===== src/rtl/bstfq_pkg.sv =====
// ---------------------------------------------------------------------------
// bstfq_pkg
// shared types and constants for the battery self-test fault qualifier
// ---------------------------------------------------------------------------
`default_nettype none

package bstfq_pkg;

   // work modes carried in the request tuser field
   typedef enum logic [1:0] {
      WORK_DISCHARGE = 2'd0,
      WORK_CHARGE    = 2'd1
   } mode_type;

   // register indexes, byte address is four times the index
   typedef enum logic [1:0] {
      REG_SERIES_COUNT    = 2'd0,
      REG_INSUL_LIMIT     = 2'd1,
      REG_CURRENT_LIMIT   = 2'd2,
      REG_CELL_HIGH_LIMIT = 2'd3
   } reg_index_type;

   localparam int CNT_W       = 2;
   localparam int NUM_DIS     = 6;
   localparam int NUM_CHG     = 5;
   localparam int NUM_FLAGS   = 7;
   localparam int PACK_TH_W   = 24;

   // per-cell pack thresholds, multiplied by the series count
   localparam logic [PACK_TH_W-1:0] PACK_DIS_WARM = 24'd2850;
   localparam logic [PACK_TH_W-1:0] PACK_DIS_COLD = 24'd2700;
   localparam logic [PACK_TH_W-1:0] PACK_CHG_HIGH = 24'd37000;

   // discharge cell undervoltage thresholds
   localparam logic [15:0] CELL_DIS_WARM = 16'd2800;
   localparam logic [15:0] CELL_DIS_COLD = 16'd2500;

   // temperatures, degrees C plus 40
   localparam logic [7:0] TEMP_WARM_MIN = 8'd40;   // 0 C
   localparam logic [7:0] DIS_TEMP_HIGH = 8'd100;  // 60 C
   localparam logic [7:0] DIS_TEMP_LOW  = 8'd10;   // -30 C
   localparam logic [7:0] CHG_TEMP_HIGH = 8'd95;   // 55 C
   localparam logic [7:0] CHG_TEMP_LOW  = 8'd35;   // -5 C

   // register reset values
   localparam logic [7:0]  RST_SERIES_COUNT    = 8'd96;
   localparam logic [7:0]  RST_INSUL_LIMIT     = 8'd36;
   localparam logic [15:0] RST_CURRENT_LIMIT   = 16'd650;
   localparam logic [15:0] RST_CELL_HIGH_LIMIT = 16'd37000;

   // pass bits of one measurement set
   typedef struct packed {
      logic               update;
      mode_type           mode;
      logic [NUM_DIS-1:0] dis_pass;
      logic [NUM_CHG-1:0] chg_pass;
      logic               open_wire;
   } check_type;

   // qualified codes of one measurement set
   typedef struct packed {
      logic [NUM_FLAGS-1:0] fault_flags;
      logic [NUM_FLAGS-1:0] pending_flags;
   } qual_type;

endpackage

`default_nettype wire


===== src/rtl/bstfq_qualify.sv =====
// ---------------------------------------------------------------------------
// bstfq_qualify
// per-check fail counters and fault / pending code generation
// ---------------------------------------------------------------------------
`default_nettype none

module bstfq_qualify #(
   parameter int CONFIRM_COUNT = 3
) (
   input  wire logic                  clock,
   input  wire logic                  reset,
   input  wire bstfq_pkg::check_type  check,
   output bstfq_pkg::qual_type        qual
);
   import bstfq_pkg::*;

   localparam int NUM_CNT = NUM_DIS + NUM_CHG;
   localparam logic [CNT_W-1:0] CONFIRM = CNT_W'(CONFIRM_COUNT);

   logic [CNT_W-1:0]   fail_count_ff [NUM_CNT];
   logic [CNT_W-1:0]   fail_count_in [NUM_CNT];
   logic [NUM_CNT-1:0] pass_all;
   logic [NUM_CNT-1:0] active;
   logic [NUM_CNT-1:0] fault_all;
   logic [NUM_CNT-1:0] pend_all;

   assign pass_all = {check.chg_pass, check.dis_pass};
   assign active   = {{NUM_CHG{check.mode == WORK_CHARGE}},
                      {NUM_DIS{check.mode == WORK_DISCHARGE}}};

   always_comb begin
      logic [CNT_W-1:0] inc;
      for (int i = 0; i < NUM_CNT; i++) begin
         inc = (fail_count_ff[i] < CONFIRM) ? fail_count_ff[i] + 1'b1 : fail_count_ff[i];
         fault_all[i] = !pass_all[i] && (inc >= CONFIRM);
         pend_all[i]  = !pass_all[i] && (inc < CONFIRM);
         if (check.update && active[i]) begin
            fail_count_in[i] = pass_all[i] ? '0 : inc;
         end else begin
            fail_count_in[i] = fail_count_ff[i];
         end
      end
   end

   always_ff @(posedge clock) begin
      if (reset) begin
         for (int i = 0; i < NUM_CNT; i++) fail_count_ff[i] <= '0;
      end else begin
         for (int i = 0; i < NUM_CNT; i++) fail_count_ff[i] <= fail_count_in[i];
      end
   end

   // flag placement follows evaluation order, open wire after the counted checks
   always_comb begin
      qual = '0;
      case (check.mode)
         WORK_DISCHARGE: begin
            qual.fault_flags   = {check.open_wire, fault_all[NUM_DIS-1:0]};
            qual.pending_flags = {1'b0, pend_all[NUM_DIS-1:0]};
         end
         WORK_CHARGE: begin
            qual.fault_flags   = {1'b0, check.open_wire, fault_all[NUM_CNT-1:NUM_DIS]};
            qual.pending_flags = {2'b00, pend_all[NUM_CNT-1:NUM_DIS]};
         end
         default: qual = '0;
      endcase
   end

endmodule

`default_nettype wire


===== src/rtl/battery_self_test_fault_qualifier.sv =====
// ---------------------------------------------------------------------------
// battery_self_test_fault_qualifier
// qualifies battery threshold checks with per-check fail counters
// ---------------------------------------------------------------------------
//
//  channel  | direction | payload
//  ---------+-----------+---------------------------------------------------
//  req_     | in        | one measurement set, work mode in tuser
//  rsp_     | out       | one self-test result per request
//  csr_     | in/out    | four limit registers, apb-style, no wait states
//
//  a request is registered on acceptance, checked and qualified from the
//  input register and written to the result register once that is free;
//  one request per cycle sustained unless rsp_ stalls. the counter update
//  sits in that single step so consecutive requests see each other's counters
//  reset clears the fail counters and loads the register defaults
//  a stalled rsp_ side holds the result; one more request may wait in the
//  input register before req_tready drops
//
`default_nettype none

module battery_self_test_fault_qualifier #(
   parameter int CONFIRM_COUNT = 3
) (
   input  wire logic         clock,
   input  wire logic         reset,

   // request channel
   input  wire logic         req_tvalid,
   output logic              req_tready,
   // total_voltage[23:0], min_cell_voltage[39:24], max_cell_voltage[55:40],
   // avg_temp[63:56], max_temp[71:64], min_temp[79:72], pack_current[95:80],
   // insulation_value[103:96], open_wire_status[111:104], init_status[119:112]
   input  wire logic [119:0] req_tdata,
   // work_mode[1:0]
   input  wire logic [1:0]   req_tuser,

   // response channel
   output logic              rsp_tvalid,
   input  wire logic         rsp_tready,
   // self_test_fail[0], combined_code[2:1], fault_flags[9:3],
   // pending_flags[16:10], zero fill[23:17]
   output logic [23:0]       rsp_tdata,

   // configuration port
   input  wire logic         csr_psel,
   input  wire logic         csr_penable,
   input  wire logic         csr_pwrite,
   input  wire logic [3:0]   csr_paddr,
   input  wire logic [31:0]  csr_pwdata,
   output logic [31:0]       csr_prdata,
   output logic              csr_pready
);
   import bstfq_pkg::*;

   // ------------------------------------------------------------------
   // configuration registers
   // ------------------------------------------------------------------
   logic [7:0]            series_count_ff,    series_count_in;
   logic [7:0]            insul_limit_ff,     insul_limit_in;
   logic signed [15:0]    current_limit_ff,   current_limit_in;
   logic [15:0]           cell_high_limit_ff, cell_high_limit_in;
   // pack thresholds scaled by the series count when it is written
   logic [PACK_TH_W-1:0]  pack_warm_th_ff,    pack_warm_th_in;
   logic [PACK_TH_W-1:0]  pack_cold_th_ff,    pack_cold_th_in;
   logic [PACK_TH_W-1:0]  pack_chg_th_ff,     pack_chg_th_in;

   logic                  csr_write;
   reg_index_type         csr_index;
   logic [PACK_TH_W-1:0]  series_wide;

   assign csr_pready  = 1'b1;
   assign csr_write   = csr_psel && csr_penable && csr_pwrite && csr_pready;
   assign csr_index   = reg_index_type'(csr_paddr[3:2]);
   assign series_wide = {16'd0, csr_pwdata[7:0]};

   always_comb begin
      series_count_in    = series_count_ff;
      insul_limit_in     = insul_limit_ff;
      current_limit_in   = current_limit_ff;
      cell_high_limit_in = cell_high_limit_ff;
      pack_warm_th_in    = pack_warm_th_ff;
      pack_cold_th_in    = pack_cold_th_ff;
      pack_chg_th_in     = pack_chg_th_ff;
      if (csr_write) begin
         unique case (csr_index)
            REG_SERIES_COUNT: begin
               series_count_in = csr_pwdata[7:0];
               pack_warm_th_in = series_wide * PACK_DIS_WARM;
               pack_cold_th_in = series_wide * PACK_DIS_COLD;
               pack_chg_th_in  = series_wide * PACK_CHG_HIGH;
            end
            REG_INSUL_LIMIT:     insul_limit_in     = csr_pwdata[7:0];
            REG_CURRENT_LIMIT:   current_limit_in   = csr_pwdata[15:0];
            REG_CELL_HIGH_LIMIT: cell_high_limit_in = csr_pwdata[15:0];
            default: ;
         endcase
      end
   end

   always_ff @(posedge clock) begin
      if (reset) begin
         series_count_ff    <= RST_SERIES_COUNT;
         insul_limit_ff     <= RST_INSUL_LIMIT;
         current_limit_ff   <= RST_CURRENT_LIMIT;
         cell_high_limit_ff <= RST_CELL_HIGH_LIMIT;
         pack_warm_th_ff    <= PACK_TH_W'(PACK_DIS_WARM * {16'd0, RST_SERIES_COUNT});
         pack_cold_th_ff    <= PACK_TH_W'(PACK_DIS_COLD * {16'd0, RST_SERIES_COUNT});
         pack_chg_th_ff     <= PACK_TH_W'(PACK_CHG_HIGH * {16'd0, RST_SERIES_COUNT});
      end else begin
         series_count_ff    <= series_count_in;
         insul_limit_ff     <= insul_limit_in;
         current_limit_ff   <= current_limit_in;
         cell_high_limit_ff <= cell_high_limit_in;
         pack_warm_th_ff    <= pack_warm_th_in;
         pack_cold_th_ff    <= pack_cold_th_in;
         pack_chg_th_ff     <= pack_chg_th_in;
      end
   end

   // register read-back, signed limit is sign extended
   always_comb begin
      unique case (csr_index)
         REG_SERIES_COUNT:    csr_prdata = {24'd0, series_count_ff};
         REG_INSUL_LIMIT:     csr_prdata = {24'd0, insul_limit_ff};
         REG_CURRENT_LIMIT:   csr_prdata = {{16{current_limit_ff[15]}}, current_limit_ff};
         REG_CELL_HIGH_LIMIT: csr_prdata = {16'd0, cell_high_limit_ff};
         default:             csr_prdata = '0;
      endcase
   end

   // ------------------------------------------------------------------
   // input register
   // ------------------------------------------------------------------
   logic          in_valid_ff, in_valid_in;
   logic [119:0]  in_data_ff,  in_data_in;
   mode_type      in_mode_ff,  in_mode_in;
   logic          advance;
   logic          rsp_valid_ff, rsp_valid_in;
   logic [23:0]   rsp_data_ff,  rsp_data_in;

   // the result register frees up whenever it is empty or being taken
   assign advance    = in_valid_ff && (!rsp_valid_ff || rsp_tready);
   assign req_tready = !in_valid_ff || advance;

   always_comb begin
      in_valid_in = in_valid_ff;
      in_data_in  = in_data_ff;
      in_mode_in  = in_mode_ff;
      if (req_tready) begin
         in_valid_in = req_tvalid;
         in_data_in  = req_tdata;
         in_mode_in  = mode_type'(req_tuser);
      end
   end

   always_ff @(posedge clock) begin
      if (reset) begin
         in_valid_ff <= 1'b0;
      end else begin
         in_valid_ff <= in_valid_in;
      end
      in_data_ff <= in_data_in;
      in_mode_ff <= in_mode_in;
   end

   // ------------------------------------------------------------------
   // threshold checks
   // ------------------------------------------------------------------
   logic [23:0]        total_voltage;
   logic [15:0]        min_cell_voltage;
   logic [15:0]        max_cell_voltage;
   logic [7:0]         avg_temp;
   logic [7:0]         max_temp;
   logic [7:0]         min_temp;
   logic signed [15:0] pack_current;
   logic [7:0]         insulation_value;
   logic [7:0]         open_wire_status;
   logic [7:0]         init_status;
   logic               warm;
   logic               insul_ok;
   check_type          check;
   qual_type           qual;
   logic [1:0]         combined_code;
   logic               self_test_fail;

   assign total_voltage    = in_data_ff[23:0];
   assign min_cell_voltage = in_data_ff[39:24];
   assign max_cell_voltage = in_data_ff[55:40];
   assign avg_temp         = in_data_ff[63:56];
   assign max_temp         = in_data_ff[71:64];
   assign min_temp         = in_data_ff[79:72];
   assign pack_current     = in_data_ff[95:80];
   assign insulation_value = in_data_ff[103:96];
   assign open_wire_status = in_data_ff[111:104];
   assign init_status      = in_data_ff[119:112];

   // thresholds at or above 0 C use the warm set
   assign warm     = avg_temp >= TEMP_WARM_MIN;
   assign insul_ok = insulation_value < insul_limit_ff;

   always_comb begin
      check.update    = advance;
      check.mode      = in_mode_ff;
      check.open_wire = open_wire_status != 8'd0;
      // discharge: pack uv, cell uv, over temp, under temp, current, insulation
      check.dis_pass[0] = total_voltage > (warm ? pack_warm_th_ff : pack_cold_th_ff);
      check.dis_pass[1] = min_cell_voltage > (warm ? CELL_DIS_WARM : CELL_DIS_COLD);
      check.dis_pass[2] = max_temp < DIS_TEMP_HIGH;
      check.dis_pass[3] = min_temp > DIS_TEMP_LOW;
      check.dis_pass[4] = pack_current > current_limit_ff;
      check.dis_pass[5] = insul_ok;
      // charge: pack ov, cell ov, over temp, under temp, insulation
      check.chg_pass[0] = total_voltage < pack_chg_th_ff;
      check.chg_pass[1] = max_cell_voltage < cell_high_limit_ff;
      check.chg_pass[2] = max_temp < CHG_TEMP_HIGH;
      check.chg_pass[3] = min_temp > CHG_TEMP_LOW;
      check.chg_pass[4] = insul_ok;
   end

   bstfq_qualify #(
      .CONFIRM_COUNT (CONFIRM_COUNT)
   ) u_qualify (
      .clock (clock),
      .reset (reset),
      .check (check),
      .qual  (qual)
   );

   // bit 0 any confirmed fault, bit 1 any pending
   assign combined_code = {|qual.pending_flags, |qual.fault_flags};

   // unknown modes always fail and report no codes
   always_comb begin
      case (in_mode_ff) inside
         WORK_DISCHARGE, WORK_CHARGE:
            self_test_fail = (combined_code != 2'd0) || (init_status != 8'd0);
         default:
            self_test_fail = 1'b1;
      endcase
   end

   // ------------------------------------------------------------------
   // result register
   // ------------------------------------------------------------------
   always_comb begin
      rsp_valid_in = rsp_valid_ff;
      rsp_data_in  = rsp_data_ff;
      if (advance) begin
         rsp_valid_in = 1'b1;
         rsp_data_in  = {7'd0, qual.pending_flags, qual.fault_flags,
                         combined_code, self_test_fail};
      end else if (rsp_tready) begin
         rsp_valid_in = 1'b0;
      end
   end

   always_ff @(posedge clock) begin
      if (reset) begin
         rsp_valid_ff <= 1'b0;
      end else begin
         rsp_valid_ff <= rsp_valid_in;
      end
      rsp_data_ff <= rsp_data_in;
   end

   assign rsp_tvalid = rsp_valid_ff;
   assign rsp_tdata  = rsp_data_ff;

endmodule

`default_nettype wire


===== config.mk =====
export PLATFORM = sky130hd
export DESIGN_NAME = battery_self_test_fault_qualifier
export DESIGN_NICKNAME = d
export VERILOG_FILES = /design/src/rtl/bstfq_pkg.sv /design/src/rtl/bstfq_qualify.sv /design/src/rtl/battery_self_test_fault_qualifier.sv
export SDC_FILE = /design/constraint.sdc
export NUM_CORES = 1
export LEC_CHECK = 0
export CAP_MARGIN = 20
export CORE_MARGIN = 2
export CORE_UTILIZATION = 60
export CTS_BUF_LIST = sky130_fd_sc_hd__clkbuf_8 sky130_fd_sc_hd__clkbuf_16
export CTS_CLUSTER_DIAMETER = 150
export DETAILED_ROUTE_END_ITERATION = 8
export DONT_BUFFER_PORTS = 1
export PLACE_DENSITY = 0.77
export SKIP_LAST_GASP = 1
export SLEW_MARGIN = 20
export SYNTH_ARGS = -nofsm -noshare
export SYNTH_HDL_FRONTEND = slang
export SYNTH_SLANG_ARGS = --single-unit
export TNS_END_PERCENT = 50

===== constraint.sdc =====
create_clock -name clock -period 7.8 [get_ports clock]
set_input_delay 1.56 -clock clock [delete_from_list [all_inputs] [get_ports clock]]
set_output_delay 1.56 -clock clock [all_outputs]
set_load 0.03 [all_outputs]

==> summary by stage <==
Power
The analysis attributes to net switching a power of 0.0008800 W. The share of total power in the clock network is 38.6%. The share of power burned in registers is 44.1%. The switching share of power is 26.00%. The internal portion of total power is 0.002505 W. Combinational logic burns 17.3% of the power. For this design the ratio of total power to cell area is 219.8 mW/mm^2.

The analysis attributes to cell leakage a power of 6.519 nW. Across the VDD grid, the largest voltage drop is 0.2144 mV.

Critical path
The dominant delay contributor by cell family on the critical path is adder cells. The signal on the critical path passes through inv_1 -> ha_1 -> fa_1 -> inv_1 -> fa_1 -> ha_1 -> ha_1 -> nand3_1 -> o211ai_1 -> nor4_1 -> o31ai_1 -> o41ai_1 -> xnor2_1 -> nand2_1 -> a21oi_1. STA classifies the critical path endpoint as a flop. The highest fanout seen on the critical path is 14. The capture instance of the worst register-to-register path is rsp_tdata[0]. The number of cells on the worst reg-to-reg path is 12. The number of buffers and inverters on the critical path is 2. The most numerous cell type found on the critical path is ha_1. The kind of critical path is input port to flop. For the worst setup path, the data required time is 8.25 ns. The critical path data arrival time is 5.16 ns. For flop-to-flop paths, the worst setup slack is 3.34 ns.

The first element of the critical path is csr_pwdata[6]. The cell with the largest stage delay on the worst path is fa_1. STA classifies the critical path startpoint as an input port. The worst register-to-register path begins at in_data_ff[60]. The longest individual stage delay on the worst path is 0.41 ns.

Final layout
In the final layout, the multi-input gates occupy 0.007083 sq mm. After routing the design area is 0.01540 sq mm. The antenna diode count is 0. Compared with the post-synthesis result, the final layout area differs by 8.030%. In the final layout, the share of cells above drive strength 1 is 5.320%. The number of nets in the finished design is 1753.

The register cell area after layout is 0.006416 sq mm. Fill cells in the final layout number 1812. Cells fill 65.81% of the core in the end.

Timing
Counting I/O delays and the setup requirement, the final critical path takes 4.709 ns. The final-layout worst hold slack is 0.4450 ns. Setup violations remaining at the end of the flow were counted as 0.

For the final routed database, the setup TNS stands at 0 ns. The hold violation count in the final report is 0. Static timing analysis puts the maximum clock frequency at 212.4 MHz. Of the available clock period, the critical path in the final layout requires 60.37%. Setup repair after global routing left no endpoint under its margin. The total count of max-transition violations in the final report was 0. The worst-case headroom to the max-slew limit is 32.11%. The setup clock skew after layout is 0.01185 ns.

The slew at the pin closest to its max-slew limit is 1.016 ns.

Run
Max-cap violations in this run came to 0.

Clock network
Clock latency on the worst-skew pair, taken at its later pin, is 0.52 ns. The CTS tree is done. The quantity of gates resized following cts is 0. The clock net in this run drives a total of 253 sinks. CTS built an H-tree with a depth of 1. The buffers inserted during post-CTS setup optimization is 0. The total of hold buffers inserted after clock tree synthesis is 0. The root buffer cell chosen for the clock tree is clkbuf_16. The number of buffers created by CTS is 26.

The clock passes through at most 3 buffers. Clock-pin slew was measured on the worst setup and hold paths at 0.06 ns.

Global routing
The first global-routing pass estimated 48.55 mm of wire. The overall routing resource usage is 24.50%. Entering global routing, the biggest net connects 87 pins. The initial antenna violation count is 1. Summed over all layers, the global routing overflow is 0. The via count of the first global-routing pass is 9918.

Min path
The class of the tightest hold or removal check is flop to flop. The worst hold path was traced through 2 stages. In this run the most critical hold path is launched from pack_warm_th_ff[17].

The endpoint of the worst hold-timing path is pack_warm_th_ff[17].

Routing
Summed over all layers, the routed wires come to 30.99 mm. Dividing the detail-routed wire length by the instance count gives 18.12 microns. The number of violations reported at the end of detailed-routing iteration 0 is 604. Using the TritonRoute via totals, the vias-per-cell ratio works out to 5.833. The first detailed-routing pass took 5 iterations.

The remaining antenna violation count after routing is 0. The via count is 9974. The DRC violations left is 0.

Synthesis
The post-synthesis cell type count is 67. The post-synth design cell area is 0.01426 sq mm. The number of synthesized register bits is 253.

Of all flip-flops after synthesis, the portion carrying an async set or reset was 0%. Among all flip-flop cells after synthesis, the most frequent one is edfxtp_1. Summing the sequential cell areas from Yosys gives 45.01% of the chip area. For this run, the number of Yosys warnings is 0. The gate count after technology mapping is 1392. Of the post-synthesis cell area, the dominant cell type holds 28.44%. After synthesis, the cell types taking the most area are edfxtp_1, ha_1, dfxtp_1. The dominant cell by count in the synthesized netlist is ha_1. By count the netlist is led by ha_1, nand2_1, edfxtp_1, a21oi_1, inv_1.

The biggest area contributor in the post-synthesis netlist is edfxtp_1. The number of enable-type register cells in the synthesized netlist is 135. The mean area per synthesized cell is 10.24 sq um.

Floorplan
Once the floorplan was initialized, standard cells occupied 60.92% of the core. 224 I/O pins were placed. The core area is 0.02340 sq mm. The die is 158.1 microns wide. The height of the chip is 158.1 microns.

The die footprint is 0.02501 sq mm. The placement row count is 56.

Place
The total half-perimeter wirelength after legalization and detailed placement is 22.46 mm. The cell area after placement is 0.01447 sq mm. During placement, the flow inserted port buffers numbering 0.

At the end of routability-driven placement, the weighted congestion stood at 0.8412.

Outcome
The run finished with clean final reports.
==> tightest hold or removal path: stages (launching register included) <==
cell and delay (ns):
dfxtp_1 0.31, nand2_1 0.05, a21oi_1 0.05
==> power by group through the flow <==
stage / logic [W] / clock network, W / registers, W
6_report: 0.000586 / 0.00131 / 0.00149
5_1_grt: 0.000663 / 0.00138 / 0.00150
4_1_cts: 0.000585 / 0.00133 / 0.00149
3_5_place_dp: 0.000580 / 0 / 0.00152
3_3_place_gp: 0.000558 / 0 / 0.00152
2_1_floorplan: 0.000476 / 0 / 0.00151
==> per-layer routing <==
metal / wire length [microns] / vias up / track usage (%)
met3: 2100 / 52 / 5.721
li1: - / 4878 / -
met5: 13 / - / 0
met4: 660 / 2 / 6.092
met2: 14980 / 305 / 42.55
met1: 13240 / 4737 / 30.92
==> flip-flops by register name (all words and copies together), names as in the netlist, 12 cells and up <==
signal / flops
rsp_tdata: 16
in_data_ff: 117
u_qualify.fail_count_ff: 22
pack_chg_th_ff: 17
cell_high_limit_ff: 16
pack_warm_th_ff: 12
pack_cold_th_ff: 17
current_limit_ff: 16
==> area by class of cell <==
| class | count | share of cell area [%] |
|---|---|---|
| clock inverters | 14 | 0.7312 |
| multi-input cells | 957 | 45.99 |
| well taps | 319 | 2.592 |
| clock buffers | 34 | 5.305 |
| inverters | 124 | 3.022 |
| flip-flops and latches | 253 | 41.66 |
| repair buffers | 9 | 0.6987 |
==> cells in the final DEF, fill, tap and decap left out, drive strengths merged, types with 9 or more instances in the layout <==
master  Yosys  final
nand2     178    178
a21oi     132    132
nor2b      16     16
clkinv      0      9
a21o       12     12
nand2b     12     12
o211ai     25     25
nand4      19     19
ha        196    196
buf        29      9
mux2i      23     23
conb        2      9
edfxtp    135    135
nor2       76     76
xnor2      19     19
inv       124    127
xor2       11     11
fa         21     21
o21ai      36     36
a211oi     15     15
nor3       26     26
nand3      30     30
and2        9      9
dfxtp     118    118
clkbuf     36     34
==> how the worst max path moves through the flow <==
stage                                endpoint  cells after the start
after floorplan                    req_tready                      2
final                     pack_cold_th_ff[18]                     15
after detailed placement  pack_cold_th_ff[18]                     15
after global routing      pack_cold_th_ff[18]                     15
after CTS                 pack_cold_th_ff[18]                     15
after global placement    pack_cold_th_ff[18]                     15
==> cell families (layout without fill, tap and decap cells) <==
kind of cell             after synthesis  in the layout  share of synthesized area, %
buffers and inverters                189            181                         5.661
adder cells (fa/ha/maj)              217            217                         20.15
other                                  2              9                       0.05268
AO/OA/AOI/OAI                        266            266                         11.30
AND/OR/NAND/NOR                      404            404                         13.10
flip-flops                           253            253                         45.01
XOR/XNOR                              30             30                         1.843
multiplexers                          31             31                         2.879
==> per-stage QoR <==
stage	setup WS (ns)	cells	power [W]
after floorplan	1.930	1399	0.001985
after global placement	2.660	1662	0.002076
after detailed placement	2.537	1662	0.002099
after CTS	3.087	1710	0.003412
after global routing	2.830	1710	0.003541
final	3.091	1710	0.003385
Note: power is estimated with default switching activity, not from simulation.
